## src/rtl/core/tgarle_pkg.sv

```systemverilog
// shared types, register indexes and helpers of the tga run-length decoder
`default_nettype none

package tgarle_pkg;

  localparam logic [1:0] REG_PIXEL_BYTES  = 2'd0;
  localparam logic [1:0] REG_IMAGE_WIDTH  = 2'd1;
  localparam logic [1:0] REG_IMAGE_HEIGHT = 2'd2;

  localparam int RunFlagBit = 7;

  typedef struct packed {
    logic [2:0]  pixel_bytes;
    logic [15:0] image_width;
    logic [15:0] image_height;
  } cfg_t;

  typedef struct packed {
    logic        valid;
    logic [31:0] pixel_value;
    logic [7:0]  repeat_count;
    logic        image_done;
    logic        overrun;
    logic        ignored;
  } result_t;

  function automatic logic [2:0] eff_pixel_bytes(input logic [2:0] raw);
    logic [2:0] eff;
    priority if (raw == 3'd0) begin
      eff = 3'd1;
    end else if (raw > 3'd4) begin
      eff = 3'd4;
    end else begin
      eff = raw;
    end
    return eff;
  endfunction

endpackage

`default_nettype wire

```

## src/rtl/core/tgarle_in_if.sv

```systemverilog
// input byte channel
`default_nettype none

interface tgarle_in_if;
  logic       valid;
  logic       ready;
  logic [7:0] in_byte;
  logic       start_image;

  modport source (output valid, output in_byte, output start_image, input ready);
  modport sink   (input valid, input in_byte, input start_image, output ready);
endinterface

`default_nettype wire

```

## src/rtl/core/tgarle_out_if.sv

```systemverilog
// decoded pixel result channel
`default_nettype none

interface tgarle_out_if;
  logic        valid;
  logic        ready;
  logic [31:0] pixel_value;
  logic [7:0]  repeat_count;
  logic        image_done;
  logic        overrun;
  logic        ignored;

  modport source (output valid, output pixel_value, output repeat_count,
                  output image_done, output overrun, output ignored, input ready);
  modport sink   (input valid, input pixel_value, input repeat_count,
                  input image_done, input overrun, input ignored, output ready);
endinterface

`default_nettype wire

```

## src/rtl/core/tgarle_cfg_if.sv

```systemverilog
// configuration write channel
`default_nettype none

interface tgarle_cfg_if;
  logic        valid;
  logic        ready;
  logic [1:0]  index;
  logic [15:0] data;

  modport source (output valid, output index, output data, input ready);
  modport sink   (input valid, input index, input data, output ready);
endinterface

`default_nettype wire

```

## src/rtl/core/tga_rle_packet_decoder.sv

```systemverilog
// top level of the tga run-length packet decoder
// Decodes one stream byte per cycle while out_bus is not stalled. A beat taken
// on in_bus lands in an input register and then goes through the header/pixel
// decode step into the result register, from which out_bus is driven; header
// bytes give no result beat. Throughput is one byte every cycle as long as
// out_bus is not stalled; a stall holds the result register and then the input
// register. The start byte forms image_width*image_height in the same cycle.
// cfg_bus is always ready; write it only while no byte is in flight. Width and
// height apply from the next start_image.
`default_nettype none

module tga_rle_packet_decoder (
  input  wire logic   clk,
  input  wire logic   rst_n,
  tgarle_in_if.sink   in_bus,
  tgarle_out_if.source out_bus,
  tgarle_cfg_if.sink  cfg_bus
);

  tgarle_pkg::cfg_t    cfg;
  tgarle_pkg::result_t res;
  tgarle_pkg::result_t out_r, out_nxt;

  logic       in_v_r, in_v_nxt;
  logic [7:0] byte_r;
  logic       start_r;
  logic       advance;
  logic       in_take;

  assign advance = in_v_r && (!out_r.valid || out_bus.ready);
  assign in_bus.ready = !in_v_r || advance;
  assign in_take = in_bus.valid && in_bus.ready;
  assign cfg_bus.ready = 1'b1;

  tgarle_cfg_regs u_cfg (
    .clk      (clk),
    .rst_n    (rst_n),
    .wr_en    (cfg_bus.valid),
    .wr_index (cfg_bus.index),
    .wr_data  (cfg_bus.data),
    .cfg      (cfg)
  );

  tgarle_decode u_decode (
    .clk         (clk),
    .rst_n       (rst_n),
    .fire        (advance),
    .in_byte     (byte_r),
    .start_image (start_r),
    .cfg         (cfg),
    .res         (res)
  );

  always_comb begin
    in_v_nxt = in_v_r;
    if (in_take) begin
      in_v_nxt = 1'b1;
    end else if (advance) begin
      in_v_nxt = 1'b0;
    end
  end

  always_comb begin
    out_nxt = out_r;
    if (advance && res.valid) begin
      out_nxt = res;
    end else if (out_bus.ready) begin
      out_nxt.valid = 1'b0;
    end
  end

  always_ff @(posedge clk) begin
    if (!rst_n) begin
      in_v_r <= 1'b0;
    end else begin
      in_v_r <= in_v_nxt;
    end
  end

  always_ff @(posedge clk) begin
    if (in_take) begin
      byte_r  <= in_bus.in_byte;
      start_r <= in_bus.start_image;
    end
  end

  always_ff @(posedge clk) begin
    if (!rst_n) begin
      out_r.valid <= 1'b0;
    end else begin
      out_r.valid <= out_nxt.valid;
    end
  end

  always_ff @(posedge clk) begin
    out_r.pixel_value  <= out_nxt.pixel_value;
    out_r.repeat_count <= out_nxt.repeat_count;
    out_r.image_done   <= out_nxt.image_done;
    out_r.overrun      <= out_nxt.overrun;
    out_r.ignored      <= out_nxt.ignored;
  end

  assign out_bus.valid        = out_r.valid;
  assign out_bus.pixel_value  = out_r.pixel_value;
  assign out_bus.repeat_count = out_r.repeat_count;
  assign out_bus.image_done   = out_r.image_done;
  assign out_bus.overrun      = out_r.overrun;
  assign out_bus.ignored      = out_r.ignored;

  a_ignored_clean: assert property (@(posedge clk) disable iff (!rst_n)
    out_r.valid && out_r.ignored |->
      out_r.pixel_value == 32'd0 && out_r.repeat_count == 8'd0 &&
      !out_r.image_done && !out_r.overrun)
    else $error("ignored beat carries pixel data");

  a_overrun_done: assert property (@(posedge clk) disable iff (!rst_n)
    out_r.valid && out_r.overrun |-> out_r.image_done)
    else $error("overrun without image completion");

  a_count_nonzero: assert property (@(posedge clk) disable iff (!rst_n)
    out_r.valid && !out_r.ignored |-> out_r.repeat_count != 8'd0)
    else $error("pixel beat with zero repeat count");

  a_hold_input: assert property (@(posedge clk) disable iff (!rst_n)
    in_v_r && !advance |=> in_v_r && $stable(byte_r) && $stable(start_r))
    else $error("stalled input beat lost");

endmodule

`default_nettype wire

```

## src/rtl/core/tgarle_cfg_regs.sv

```systemverilog
// configuration registers of the tga run-length decoder
`default_nettype none

module tgarle_cfg_regs (
  input  wire logic             clk,
  input  wire logic             rst_n,
  input  wire logic             wr_en,
  input  wire logic [1:0]       wr_index,
  input  wire logic [15:0]      wr_data,
  output tgarle_pkg::cfg_t      cfg
);

  tgarle_pkg::cfg_t cfg_r;
  tgarle_pkg::cfg_t cfg_nxt;

  always_comb begin
    cfg_nxt = cfg_r;
    if (wr_en) begin
      unique case (wr_index)
        tgarle_pkg::REG_PIXEL_BYTES:  cfg_nxt.pixel_bytes  = wr_data[2:0];
        tgarle_pkg::REG_IMAGE_WIDTH:  cfg_nxt.image_width  = wr_data;
        tgarle_pkg::REG_IMAGE_HEIGHT: cfg_nxt.image_height = wr_data;
        default: cfg_nxt = cfg_r;
      endcase
    end
  end

  always_ff @(posedge clk) begin
    if (!rst_n) begin
      cfg_r.pixel_bytes  <= 3'd4;
      cfg_r.image_width  <= 16'd1;
      cfg_r.image_height <= 16'd1;
    end else begin
      cfg_r <= cfg_nxt;
    end
  end

  assign cfg = cfg_r;

endmodule

`default_nettype wire

```

## src/rtl/core/tgarle_decode.sv

```systemverilog
// packet and pixel state with the per-byte decode step
`default_nettype none

module tgarle_decode (
  input  wire logic              clk,
  input  wire logic              rst_n,
  input  wire logic              fire,
  input  wire logic [7:0]        in_byte,
  input  wire logic              start_image,
  input  wire tgarle_pkg::cfg_t  cfg,
  output tgarle_pkg::result_t    res
);

  logic        phase_r, phase_nxt;
  logic        run_r, run_nxt;
  logic [7:0]  pkt_left_r, pkt_left_nxt;
  logic [1:0]  bip_r, bip_nxt;
  logic [31:0] accum_r, accum_nxt;
  logic [31:0] img_left_r, img_left_nxt;

  logic        phase_cur;
  logic        run_cur;
  logic [7:0]  pkt_cur;
  logic [1:0]  bip_cur;
  logic [31:0] accum_cur;
  logic        empty;
  logic [31:0] product;
  logic [31:0] acc_new;
  logic [2:0]  bip_inc;
  logic [2:0]  eff;
  logic        run_over;
  logic [7:0]  run_count;
  logic [7:0]  raw_pkt_new;
  logic        raw_done;

  assign product   = {16'd0, cfg.image_width} * {16'd0, cfg.image_height};
  assign phase_cur = start_image ? 1'b0 : phase_r;
  assign run_cur   = start_image ? 1'b0 : run_r;
  assign pkt_cur   = start_image ? 8'd0 : pkt_left_r;
  assign bip_cur   = start_image ? 2'd0 : bip_r;
  assign accum_cur = start_image ? 32'd0 : accum_r;
  assign empty     = start_image ? (cfg.image_width == 16'd0 || cfg.image_height == 16'd0)
                                 : (img_left_r == 32'd0);
  assign acc_new   = accum_cur | ({24'd0, in_byte} << {bip_cur, 3'b000});
  assign bip_inc   = {1'b0, bip_cur} + 3'd1;
  assign eff       = tgarle_pkg::eff_pixel_bytes(cfg.pixel_bytes);
  assign run_over  = {24'd0, pkt_cur} > img_left_r;
  assign run_count = run_over ? img_left_r[7:0] : pkt_cur;
  assign raw_pkt_new = pkt_cur - 8'd1;
  assign raw_done  = img_left_r == 32'd1;

  always_comb begin
    phase_nxt    = phase_cur;
    run_nxt      = run_cur;
    pkt_left_nxt = pkt_cur;
    bip_nxt      = bip_cur;
    accum_nxt    = accum_cur;
    img_left_nxt = start_image ? product : img_left_r;
    res          = '0;
    if (empty) begin
      res.valid   = 1'b1;
      res.ignored = 1'b1;
    end else if (!phase_cur) begin
      // header byte
      run_nxt      = in_byte[tgarle_pkg::RunFlagBit];
      pkt_left_nxt = {1'b0, in_byte[6:0]} + 8'd1;
      phase_nxt    = 1'b1;
      bip_nxt      = 2'd0;
      accum_nxt    = 32'd0;
    end else if (bip_inc < eff) begin
      bip_nxt   = bip_inc[1:0];
      accum_nxt = acc_new;
    end else begin
      res.valid       = 1'b1;
      res.pixel_value = acc_new;
      accum_nxt       = 32'd0;
      bip_nxt         = 2'd0;
      if (run_cur) begin
        res.repeat_count = run_count;
        res.overrun      = run_over;
        res.image_done   = !({24'd0, pkt_cur} < img_left_r);
        img_left_nxt     = img_left_r - {24'd0, run_count};
        pkt_left_nxt     = 8'd0;
        phase_nxt        = 1'b0;
      end else begin
        res.repeat_count = 8'd1;
        res.image_done   = raw_done;
        res.overrun      = raw_done && (raw_pkt_new != 8'd0);
        img_left_nxt     = img_left_r - 32'd1;
        pkt_left_nxt     = raw_pkt_new;
        if (raw_pkt_new == 8'd0 || raw_done) begin
          phase_nxt    = 1'b0;
          pkt_left_nxt = 8'd0;
        end
      end
    end
  end

  always_ff @(posedge clk) begin
    if (!rst_n) begin
      phase_r    <= 1'b0;
      run_r      <= 1'b0;
      pkt_left_r <= 8'd0;
      bip_r      <= 2'd0;
      accum_r    <= 32'd0;
      img_left_r <= 32'd0;
    end else if (fire) begin
      phase_r    <= phase_nxt;
      run_r      <= run_nxt;
      pkt_left_r <= pkt_left_nxt;
      bip_r      <= bip_nxt;
      accum_r    <= accum_nxt;
      img_left_r <= img_left_nxt;
    end
  end

endmodule

`default_nettype wire

```

## src/flat_wrapper.sv

```systemverilog
// flat-port wrapper written by rule: the top's interface ports become plain ports
module tga_rle_packet_decoder_flat 
  (clk, rst_n, in_bus_valid, in_bus_in_byte, in_bus_start_image, in_bus_ready, out_bus_valid, out_bus_pixel_value, out_bus_repeat_count, out_bus_image_done, out_bus_overrun, out_bus_ignored, out_bus_ready, cfg_bus_valid, cfg_bus_index, cfg_bus_data, cfg_bus_ready);
  tgarle_in_if in_bus_i ();
  tgarle_out_if out_bus_i ();
  tgarle_cfg_if cfg_bus_i ();
  input  wire logic clk;
  input  wire logic rst_n;
  input wire logic [$bits(in_bus_i.valid)-1:0] in_bus_valid;
  input wire logic [$bits(in_bus_i.in_byte)-1:0] in_bus_in_byte;
  input wire logic [$bits(in_bus_i.start_image)-1:0] in_bus_start_image;
  output wire logic [$bits(in_bus_i.ready)-1:0] in_bus_ready;
  output wire logic [$bits(out_bus_i.valid)-1:0] out_bus_valid;
  output wire logic [$bits(out_bus_i.pixel_value)-1:0] out_bus_pixel_value;
  output wire logic [$bits(out_bus_i.repeat_count)-1:0] out_bus_repeat_count;
  output wire logic [$bits(out_bus_i.image_done)-1:0] out_bus_image_done;
  output wire logic [$bits(out_bus_i.overrun)-1:0] out_bus_overrun;
  output wire logic [$bits(out_bus_i.ignored)-1:0] out_bus_ignored;
  input wire logic [$bits(out_bus_i.ready)-1:0] out_bus_ready;
  input wire logic [$bits(cfg_bus_i.valid)-1:0] cfg_bus_valid;
  input wire logic [$bits(cfg_bus_i.index)-1:0] cfg_bus_index;
  input wire logic [$bits(cfg_bus_i.data)-1:0] cfg_bus_data;
  output wire logic [$bits(cfg_bus_i.ready)-1:0] cfg_bus_ready;
  assign in_bus_i.valid = in_bus_valid;
  assign in_bus_i.in_byte = in_bus_in_byte;
  assign in_bus_i.start_image = in_bus_start_image;
  assign in_bus_ready = in_bus_i.ready;
  assign out_bus_valid = out_bus_i.valid;
  assign out_bus_pixel_value = out_bus_i.pixel_value;
  assign out_bus_repeat_count = out_bus_i.repeat_count;
  assign out_bus_image_done = out_bus_i.image_done;
  assign out_bus_overrun = out_bus_i.overrun;
  assign out_bus_ignored = out_bus_i.ignored;
  assign out_bus_i.ready = out_bus_ready;
  assign cfg_bus_i.valid = cfg_bus_valid;
  assign cfg_bus_i.index = cfg_bus_index;
  assign cfg_bus_i.data = cfg_bus_data;
  assign cfg_bus_ready = cfg_bus_i.ready;
  tga_rle_packet_decoder u_core (.clk(clk), .rst_n(rst_n), .in_bus(in_bus_i), .out_bus(out_bus_i), .cfg_bus(cfg_bus_i));
endmodule
```

## config.mk

```make
export PLATFORM = sky130hd
export DESIGN_NAME = tga_rle_packet_decoder_flat
export DESIGN_NICKNAME = d
export VERILOG_FILES = /design/src/rtl/core/tgarle_pkg.sv /design/src/rtl/core/tgarle_in_if.sv /design/src/rtl/core/tgarle_out_if.sv /design/src/rtl/core/tgarle_cfg_if.sv /design/src/rtl/core/tga_rle_packet_decoder.sv /design/src/rtl/core/tgarle_cfg_regs.sv /design/src/rtl/core/tgarle_decode.sv /design/src/flat_wrapper.sv
export SDC_FILE = /design/constraint.sdc
export NUM_CORES = 1
export LEC_CHECK = 0
export CAP_MARGIN = 20
export CORE_MARGIN = 2
export CORE_UTILIZATION = 50
export DETAILED_ROUTE_END_ITERATION = 8
export DONT_BUFFER_PORTS = 1
export GPL_TIMING_DRIVEN = 0
export SLEW_MARGIN = 25
export SYNTH_ARGS = -nofsm -noshare
export SYNTH_HDL_FRONTEND = slang
export SYNTH_SLANG_ARGS = --single-unit
```

## constraint.sdc

```tcl
create_clock -name clk -period 7.17 [get_ports clk]
set_clock_uncertainty 0.1 [all_clocks]
set_input_delay 0.717 -clock clk [delete_from_list [all_inputs] [get_ports clk]]
set_output_delay 0.717 -clock clk [all_outputs]
set_load 0.05 [all_outputs]
```

After elaboration in Yosys (flattened, before gate mapping)
Index checks and enable logic that the tools add are counted.

$add $sub $neg: 5. Multipliers: 1. Magnitude comparators: 4. Equality and inequality tests: 3. Shift-type cells: 1. Mux-type cells: 41. Bitwise operators: 3. Reductions and logical operators: 25.

Operators by type and width (number): 2-to-1 mux 32 bit (9); 2-to-1 mux 43 bit (2); 2-to-1 mux 8 bit (7); equality test 32 x 1 -> 1 bit (second input constant) (1); > comparator 8 x 32 -> 1 bit (1); logical NOT 16 bit (2); logical NOT 32 bit (1); < comparator 8 x 32 -> 1 bit (1); multiplier 16 x 16 -> 32 bit (1); OR 32 bit (1); << shifter 8 x 5 -> 32 bit (1); subtractor 32 x 1 -> 32 bit (second input constant) (1); subtractor 32 x 8 -> 32 bit (1); 2-to-1 mux 1 bit (16); 2-to-1 mux 10 bit (1); adder 7 x 1 -> 8 bit (second input constant) (1); logical NOT 8 bit (1); 2-to-1 mux 2 bit (4); nonzero test 8 bit (1); subtractor 8 x 1 -> 8 bit (second input constant) (1); 2-to-1 mux 3 bit (2); AND reduction 2 bit (3); logical AND 1 bit (4); logical OR 1 bit (4); 12 further kinds (16).

Bits in registers: 165. Output and inout port bits: 46. Logic and storage cells: 102.

Logic depth before layout (Yosys ltp)
Gate-level depths: netlist of run 1.

Depth after elaboration: 10. Gate-level depth with buffers: 26. Mapped depth without buffers: 22.

By module
Synthesis of run 1 repeated with hierarchy kept, for this count alone.

Cells, all modules: 1920. Area, all modules: 17105.2 µm².

By module, submodules not included: tgarle_decode (instances 1, cells an instance 1717, area an instance 14054.7 µm², seq. area each 1521.5 µm²); tga_rle_packet_decoder (instances 1, cells an instance 67, area an instance 1685.4 µm², seq. area each 1601.5 µm²); tgarle_cfg_regs (instances 1, cells an instance 136, area an instance 1365.1 µm², seq. area each 700.7 µm²).

Worst setup path after synthesis of run 1
Ideal clock, no wire load.

Kind: register to register. From: register u_core.u_cfg.cfg_r, in the netlist u_core.u_cfg.cfg[7]. To: register u_core.u_decode.img_left_r[29]. Library setup time: 0.115 ns. Arrival: 6.053 ns. Path slack: 0.902 ns. Cell stages (with the launch flop): 24. Path buffers: 2. Period minus slack after synthesis: 6.268 ns. Cells stage by stage: dfxtp_1 clkbuf_1 clkbuf_1 nand2_1 fa_1 inv_1 fa_1 inv_1 fa_1 inv_1 fa_1 fa_1 inv_1 fa_1 inv_1 ha_1 a21oi_1 o21ai_0 or4_1 o21ai_1 o21ai_0 a31oi_1 mux2i_1 o21a_1.

Word-level cells in the longest chain between the ends: 5. Elaborated cells between the ends (all ways): 8.

Ends and longest elaborated chain: start: declaration (line tgarle_cfg_regs.sv:13) `tgarle_pkg::cfg_t cfg_r;`; start signal: assignment (line tgarle_cfg_regs.sv:34) `cfg_r <= cfg_nxt;`; multiplier 16 x 16 -> 32 bit (line tgarle_decode.sv:36) `assign product = {16'd0, cfg.image_width} * {16'd0, cfg.image_height};`; 2-to-1 mux 32 bit (line tgarle_decode.sv:58) `img_left_nxt = start_image ? product : img_left_r;`; 2-to-1 mux 32 bit (line tgarle_decode.sv:70) `end else if (bip_inc < eff) begin`; 2-to-1 mux 32 bit (line tgarle_decode.sv:63) `end else if (!phase_cur) begin`; 2-to-1 mux 32 bit (*) (line tgarle_decode.sv:60) `if (empty) begin`; end signal: assignment (line tgarle_decode.sv:113) `img_left_r <= img_left_nxt;`; end: declaration (line tgarle_decode.sv:19) `logic [31:0] img_left_r, img_left_nxt;`.

Every way passes the cells marked *; elsewhere a longest branch is shown, timed or not. A chain may end at the register's enable or synchronous reset.

Worst setup path after layout of run 1
From: register u_core.u_cfg.cfg_r, in the netlist u_core.u_cfg.cfg[21]. To: register u_core.u_decode.img_left_r[27].

The elaborated chain is that of the path after synthesis.

==> metrics.md, run 1 <==
| Metric | Value |
|---|---|
| I/O pin count | 78 |
| Vias | 14400 |
| Core area | 33500 um2 |
| Vias in the first global route | 14500 |
| Vert. Die Dim | 189 um |
| Max-cap viol count | 0 |
| H-tree depth | 4 |
| Fin area | 18300 um2 |
| Max stage delay on crit path | 550 ps |
| Placed Area | 17700 um2 |
| Warnings from Yosys | 0 |
| Hold Crit Class | in -> reg |
| Avg Cell Area, Syn | 8.68 um2 |
| Site Rows | 67 |
| CP most frequent cell | fa_1 |
| Post-route minimum period | 6880 ps |
| Antenna viol nets, final | 0 |
| Detailed Place HPWL | 39500 um |
| WP data required | 7370 ps |
| DRT iter0 DRCs | 1194 |
| Share of layout cells above drive strength 1 | 6.81% |
| GRT Residual Overflow | 0 |
| Crit path cell chain | clkbuf_2, nand2_1, fa_1, inv_1, fa_1, inv_1, fa_1, inv_1, fa_1, fa_1, inv_1, fa_1, inv_1, ha_1, a21oi_1, o21ai_0, or4_1, o21ai_2, o21ai_1, a31oi_2, xor2_1, o32ai_1 |
| Chip Width | 189 um |
| Later-pin clock latency in the skew report | 460 ps |
| Worst-path cell with the longest stage delay | dfxtp_2 |
| Top-area cell type share of the netlist area | 22.9% |
| CTS tree | built |
| Slew Limit Fails | 0 |
| Crit path DAT | 7080 ps |
| CP Buf/Inv Count | 6 |
| Fill count | 3179 |
| Total GRT Usage | 29.1% |
| Post-synth top area cell | fa_1 |
| Root Buffer | clkbuf_16 |
| Die Area | 35600 um2 |
| Reg clk slew, reported paths | 80 ps |
| First-pass GRT wire length | 80400 um |
| Initial DRT Pass Iterations | 5 |
| Core Util, Final | 54.6% |
| Post-synth cell types | 88 |
| Worst-margin pin slew | 1030 ps |
| Crit path max-delay family | adder cells |
| Initial core utilization | 50.8% |
| Synth Cell Area | 17000 um2 |
| Ant. Diodes | 0 |
| GP Congestion | 0.932 |
| Sequential fraction of the synthesis area | 22.4% |
| Primary FF master, synth | dfxtp_1 |
| CP Class | reg -> reg |
| Post-synthesis net count | 2317 |
| Pleak | 7.92 nW |
| Largest net degree at the start of global routing | 23 |
| Crit path capture type | flip-flop |
| EDFF count, synth | 52 |
| WL final | 50800 um |
| Peak VDD IR | 0.150 mV |
| Crit Path Max Fanout | 10 |
| PwrDens | 140 nW/um2 |
| Top cells by area, synth | fa_1 (23%), dfxtp_1 (13%), ha_1 (9.4%) |
| CTS Buffer Depth | 2 |
| Setup TNS Final | 0 ps |
| Critical Path Source Type | flip-flop |
| # Post-CTS Setup Buffers | 0 |
| Max Clock Freq | 145 MHz |
| Max-slew headroom | 31.0% |
| # port buffers | 0 |
| Synthesis-to-layout area growth | 7.57% |
| Synthesized instance count | 1962 |
| Final Net Count | 2325 |
| Per-cell routed wire length | 20.9 um |
| CTS Buf Count | 17 |
| Hold buffers post-CTS | 0 |
| Post-CTS resize count | 22 |
| Synth Register Bits | 165 |
| FFs w/ async S/R, synth | 0% |
| Routed vias/inst | 5.92 |
| Final setup vio count | 0 |
| Final worst-path cycle share | 96.0% |
| Clock sinks | 165 |
| Worst hold slack | 265 ps |
| Initial antenna violation count | 0 |
| Status | finished, final reports clean |
| Hold Fails Final Rpt | 0 |
| Residual DRC | 0 |
[cell usage after synthesis (5+ instances only)]
cell and instances:
nand2_1 260, inv_1 245, fa_1 195, nor2_1 136, ha_1 128, and2_1 124, a21oi_1 118, dfxtp_1 113
clkbuf_1 97, o21ai_0 59, edfxtp_1 52, a22oi_1 41, xnor2_1 29, nand3_1 27, nor4_1 24, nor3_1 21
nor2b_1 19, mux2i_1 16, a21o_1 15, buf_2 13, xor2_1 13, a211oi_1 12, o21a_1 11, a221oi_1 10
or4_1 10, a31oi_1 9, and3_1 9, and4_1 9, nand2b_1 9, nand4_1 9, o22ai_1 8, or3_1 6
a32oi_1 5, a41oi_1 5, o211ai_1 5, o21bai_1 5, o221ai_1 5
[cell type report]
| class | count | area, um2 | area share (%) |
|---|---|---|---|
| Clock inverter | 15 | 200 | 1.09 |
| Timing Repair Buffer | 2 | 42.5 | 0.232 |
| Tap cell | 448 | 561 | 3.06 |
| Sequential cell | 165 | 3840 | 21.0 |
| Multi-Input combinational cell | 1433 | 11900 | 64.7 |
| Buffer | 104 | 464 | 2.53 |
| Inverter | 247 | 931 | 5.08 |
| Clock buffer | 17 | 425 | 2.32 |
[registers in the layout (all words and copies together) (netlist names), 2 cells and up]
signal / count
u_core.byte_r: 8
u_core.out_bus.pixel_value: 32
u_core.out_bus.repeat_count: 8
u_core.u_cfg.cfg: 35
u_core.u_decode.accum_r: 32
u_core.u_decode.bip_r: 2
u_core.u_decode.img_left_r: 32
u_core.u_decode.pkt_left_r: 8
[layer usage]
layer  GRT usage (%)  up-vias  part of all wire (%)
met1            38.3     7033                    42
met2            48.1      621                    47
met3            3.89      146                   6.4
li1                -     6578                     -
met4            13.1        2                   4.5
met5               0        -                 0.051
[path summary, 6_finish.rpt]
kind                                               start                        endpoint  slack, ps  depth (start not counted)
worst max register to register      u_core.u_cfg.cfg[21]  u_core.u_decode.img_left_r[27]        290                         22
worst min-delay path                  in_bus_start_image                  u_core.start_r        260                          0
worst max-delay path                u_core.u_cfg.cfg[21]  u_core.u_decode.img_left_r[27]        290                         22
worst min register to register  u_core.u_decode.bip_r[0]        u_core.u_decode.bip_r[0]        370                          2
[cell usage in the layout (no fill, tap or decap), types with 41 or more instances in the layout]
cell type    n
o21ai_0     58
fa_1       195
and2_1     124
nor2_1     136
dfxtp_1     99
a22oi_1     41
a21oi_1    117
clkbuf_1    53
nand2_1    260
edfxtp_1    52
inv_1      244
ha_1       128
[per-stage QoR]
stage	setup WS, ps	cells	power [mW]
after detailed placement	-379	2412	1.58
after global routing	-25.0	2431	2.65
after floorplan	902	1962	1.42
after CTS	8.95	2437	2.55
after global placement	-381	2410	1.57
final	290	2431	2.56
[logic make-up after synthesis]
kind of cell,Yosys count,share of synthesized area [%]
buffers and inverters,364,8.17
XOR/XNOR,42,2.16
adder cells (fa/ha/maj),323,32.3
AND/OR/NAND/NOR,689,19.8
multiplexers,20,1.20
flip-flops,165,22.4
other,1,0.0220
AO/OA/AOI/OAI,358,13.9
[power by group]
group          total [mW]  leakage [nW]  internal, mW  switching, mW
Clock               0.983         0.306         0.509          0.474
Combinational       0.500          6.28         0.175          0.324
Sequential           1.07          1.33         0.994         0.0797
Total                2.56          7.92          1.68          0.878
No activity file was read; power rests on OpenSTA's default activity.
==> run 2, diff against run 1 <==
REMOVE_ABC_BUFFERS = 1   (was default)
==> metrics.md, run 2 (synthesis results as in run 1) <==
| Metric | Value |
|---|---|
| Status | finished, final reports clean (unchanged) |
| Final setup vio count | 0 (unchanged) |
| CTS tree | built (unchanged) |
| Die Area | 35600 um2 (unchanged) |
| Share of layout cells above drive strength 1 | 5.94% (was 6.81%) |
| Max-cap viol count | 0 (unchanged) |
| Clock sinks | 165 (unchanged) |
| Max Clock Freq | 145 MHz (about the same) |
| Largest net degree at the start of global routing | 52 (was 23) |
| Vias | 13600 (was 14400) |
| Residual DRC | 0 (unchanged) |
| Final Net Count | 2227 (was 2325) |
| Critical Path Source Type | flip-flop (unchanged) |
| Total GRT Usage | 26.2% (was 29.1%) |
| Most common cell after layout, fill and taps aside | nand2_1 (unchanged) |
| GRT Residual Overflow | 0 (unchanged) |
| Crit path capture type | flip-flop (unchanged) |
| # port buffers | 0 (unchanged) |
| First-pass GRT wire length | 74200 um (was 80400 um) |
| Unrepaired setup endpoints after global routing | no |
| I/O pin count | 78 (unchanged) |
| WP data required | 7420 ps (was 7370 ps) |
| Core Util, Final | 53.5% (was 54.6%) |
| Fin area | 18000 um2 (was 18300 um2) |
| Routed vias/inst | 5.83 (was 5.92) |
| Max FFs per register | 35 (unchanged) |
| Max-slew headroom | 38.8% (was 31.0%) |
| Layer with the highest usage | met2 (unchanged) |
| Initial antenna violation count | 0 (unchanged) |
| Initial DRT Pass Iterations | 5 (unchanged) |
| Synthesis-to-layout area growth | 5.38% (was 7.57%) |
| Met2 global-route usage | 43.0% (was 48.1%) |
| CTS Buffer Depth | 2 (unchanged) |
| GR Util met3 | 5.35% (was 3.89%) |
| Final worst-path cycle share | 96.1% (was 96.0%) |
| Placed Area | 17300 um2 (was 17700 um2) |
| Initial core utilization | 50.8% (unchanged) |
| DRT iter0 DRCs | 813 (was 1194) |
| Finished Layout Cells | 2333 (was 2431) |
| Antenna viol nets, final | 0 (unchanged) |
| Site Rows | 67 (unchanged) |
| Met1 usage | 35.3% (was 38.3%) |
| Most frequent cells in the layout | nand2_1 (259), inv_1 (244), fa_1 (195), nor2_1 (135), ha_1 (128) (was nand2_1 (260), inv_1 (244), fa_1 (195), nor2_1 (136), ha_1 (128)) |
| Fill count | 3153 (was 3179) |
| Dpl ws | 47.5 ps (was -379 ps) |
| Vert. Die Dim | 189 um (unchanged) |
| Ant. Diodes | 0 (unchanged) |
| WL final | 44600 um (was 50800 um) |
| Root Buffer | clkbuf_16 (unchanged) |
| PwrDens | 138 nW/um2 (was 140 nW/um2) |
| Hold buffers post-CTS | 0 (unchanged) |
| Power Total | 2.47 mW (was 2.56 mW) |
| CP Class | reg -> reg (unchanged) |
| Core area | 33500 um2 (unchanged) |
| Reg clk slew, reported paths | 70 ps (was 80 ps) |
| Hold Crit Class | in -> reg (unchanged) |
| Crit path DAT | 7140 ps (was 7080 ps) |
| H-tree depth | 4 (unchanged) |
| Later-pin clock latency in the skew report | 460 ps (about the same) |
| Post-route minimum period | 6890 ps (was 6880 ps) |
| Pleak | 7.70 nW (was 7.92 nW) |
| Per-cell routed wire length | 19.1 um (was 20.9 um) |
| CTS Buf Count | 17 (unchanged) |
| Chip Width | 189 um (unchanged) |
| Hold Fails Final Rpt | 0 (unchanged) |
| Worst-margin pin slew | 911 ps (was 1030 ps) |
| GP Congestion | 0.872 (was 0.932) |
| Vias in the first global route | 13900 (was 14500) |
| Detailed Place HPWL | 32200 um (was 39500 um) |
| Crit Path Max Fanout | 18 (was 10) |
| Peak VDD IR | 0.205 mV (was 0.150 mV) |
| Placed Instances | 2299 (was 2412) |
| Min setup slack post-route | 278 ps (was 290 ps) |
| Slew Limit Fails | 0 (unchanged) |
==> run 2: changes by cell type in the layout (fill, tap and decap cells not counted), moves of 3 or more <==
cell / before / now
buf_2: 15 / 0
clkbuf_1: 53 / 2
clkbuf_2: 29 / 0
clkbuf_4: 3 / 0
clkinv_4: 1 / 4
clkinv_8: 4 / 1
dfxtp_1: 99 / 82
dfxtp_2: 14 / 31
inv_8: 5 / 2
==> run 2: worst paths after layout <==
path | end | startpoint | slack [ps] | cells after the start
min | u_core.u_cfg.cfg[0] | rst_n | 260 | 1
max | u_core.u_decode.img_left_r[26] | u_core.u_cfg.cfg[26] | 280 | 19
min reg2reg | u_core.u_decode.bip_r[0] | u_core.u_decode.bip_r[0] | 360 | 2
max reg2reg | u_core.u_decode.img_left_r[26] | u_core.u_cfg.cfg[26] | 280 | 19
==> run 2: metrics by stage <==
| step | setup TNS (ps) | hold slack, ps |
|---|---|---|
| after global routing | 0 | 245 |
| final | 0 | 260 |
| after detailed placement | 0 | 357 |
| after floorplan | 0 | 340 |
| after CTS | 0 | 230 |
| after global placement | -42540 | 348 |
==> run 2: critical path, stage by stage (launching register included) <==
cell and delay [ps]:
dfxtp_2 620, nand2_1 150, fa_1 540, fa_1 590, fa_1 450, fa_1 550
inv_1 50, fa_1 510, inv_1 60, fa_1 480, inv_1 40, ha_1 360
a21oi_1 150, o21ai_0 140, o31ai_1 230, o31a_1 290, o221ai_1 360, a2111oi_0 620
o21ai_0 280, o2111a_1 230
==> run 2: repair_timing <==
item                                    CTS  global route
gates resized for setup                   1            33
buffers inserted                          0             2
endpoints found under the setup margin    1             6
==> run 2: area by class of cell <==
type                       instances  area, um2  share of cell area [%]
timing repair buffer               8        128                   0.711
clock inverter                    13        143                   0.795
multi-input combinational       1433      11900                    66.2
sequential                       165       3860                    21.5
tap                              448        561                    3.12
clock buffer                      19        433                    2.41
inverter                         247        933                    5.20
==> run 2: layer usage <==
metal / vias up / part of all wire [%]
li1: 6377 / -
met5: - / 0
met2: 418 / 47
met3: 66 / 6.4
met4: 0 / 1.7
met1: 6737 / 45
==> run 2: report_power, final <==
group          internal [mW]  switching [mW]
clock network          0.491           0.442
registers              0.995           0.111
logic                  0.169           0.265
total                   1.66           0.818
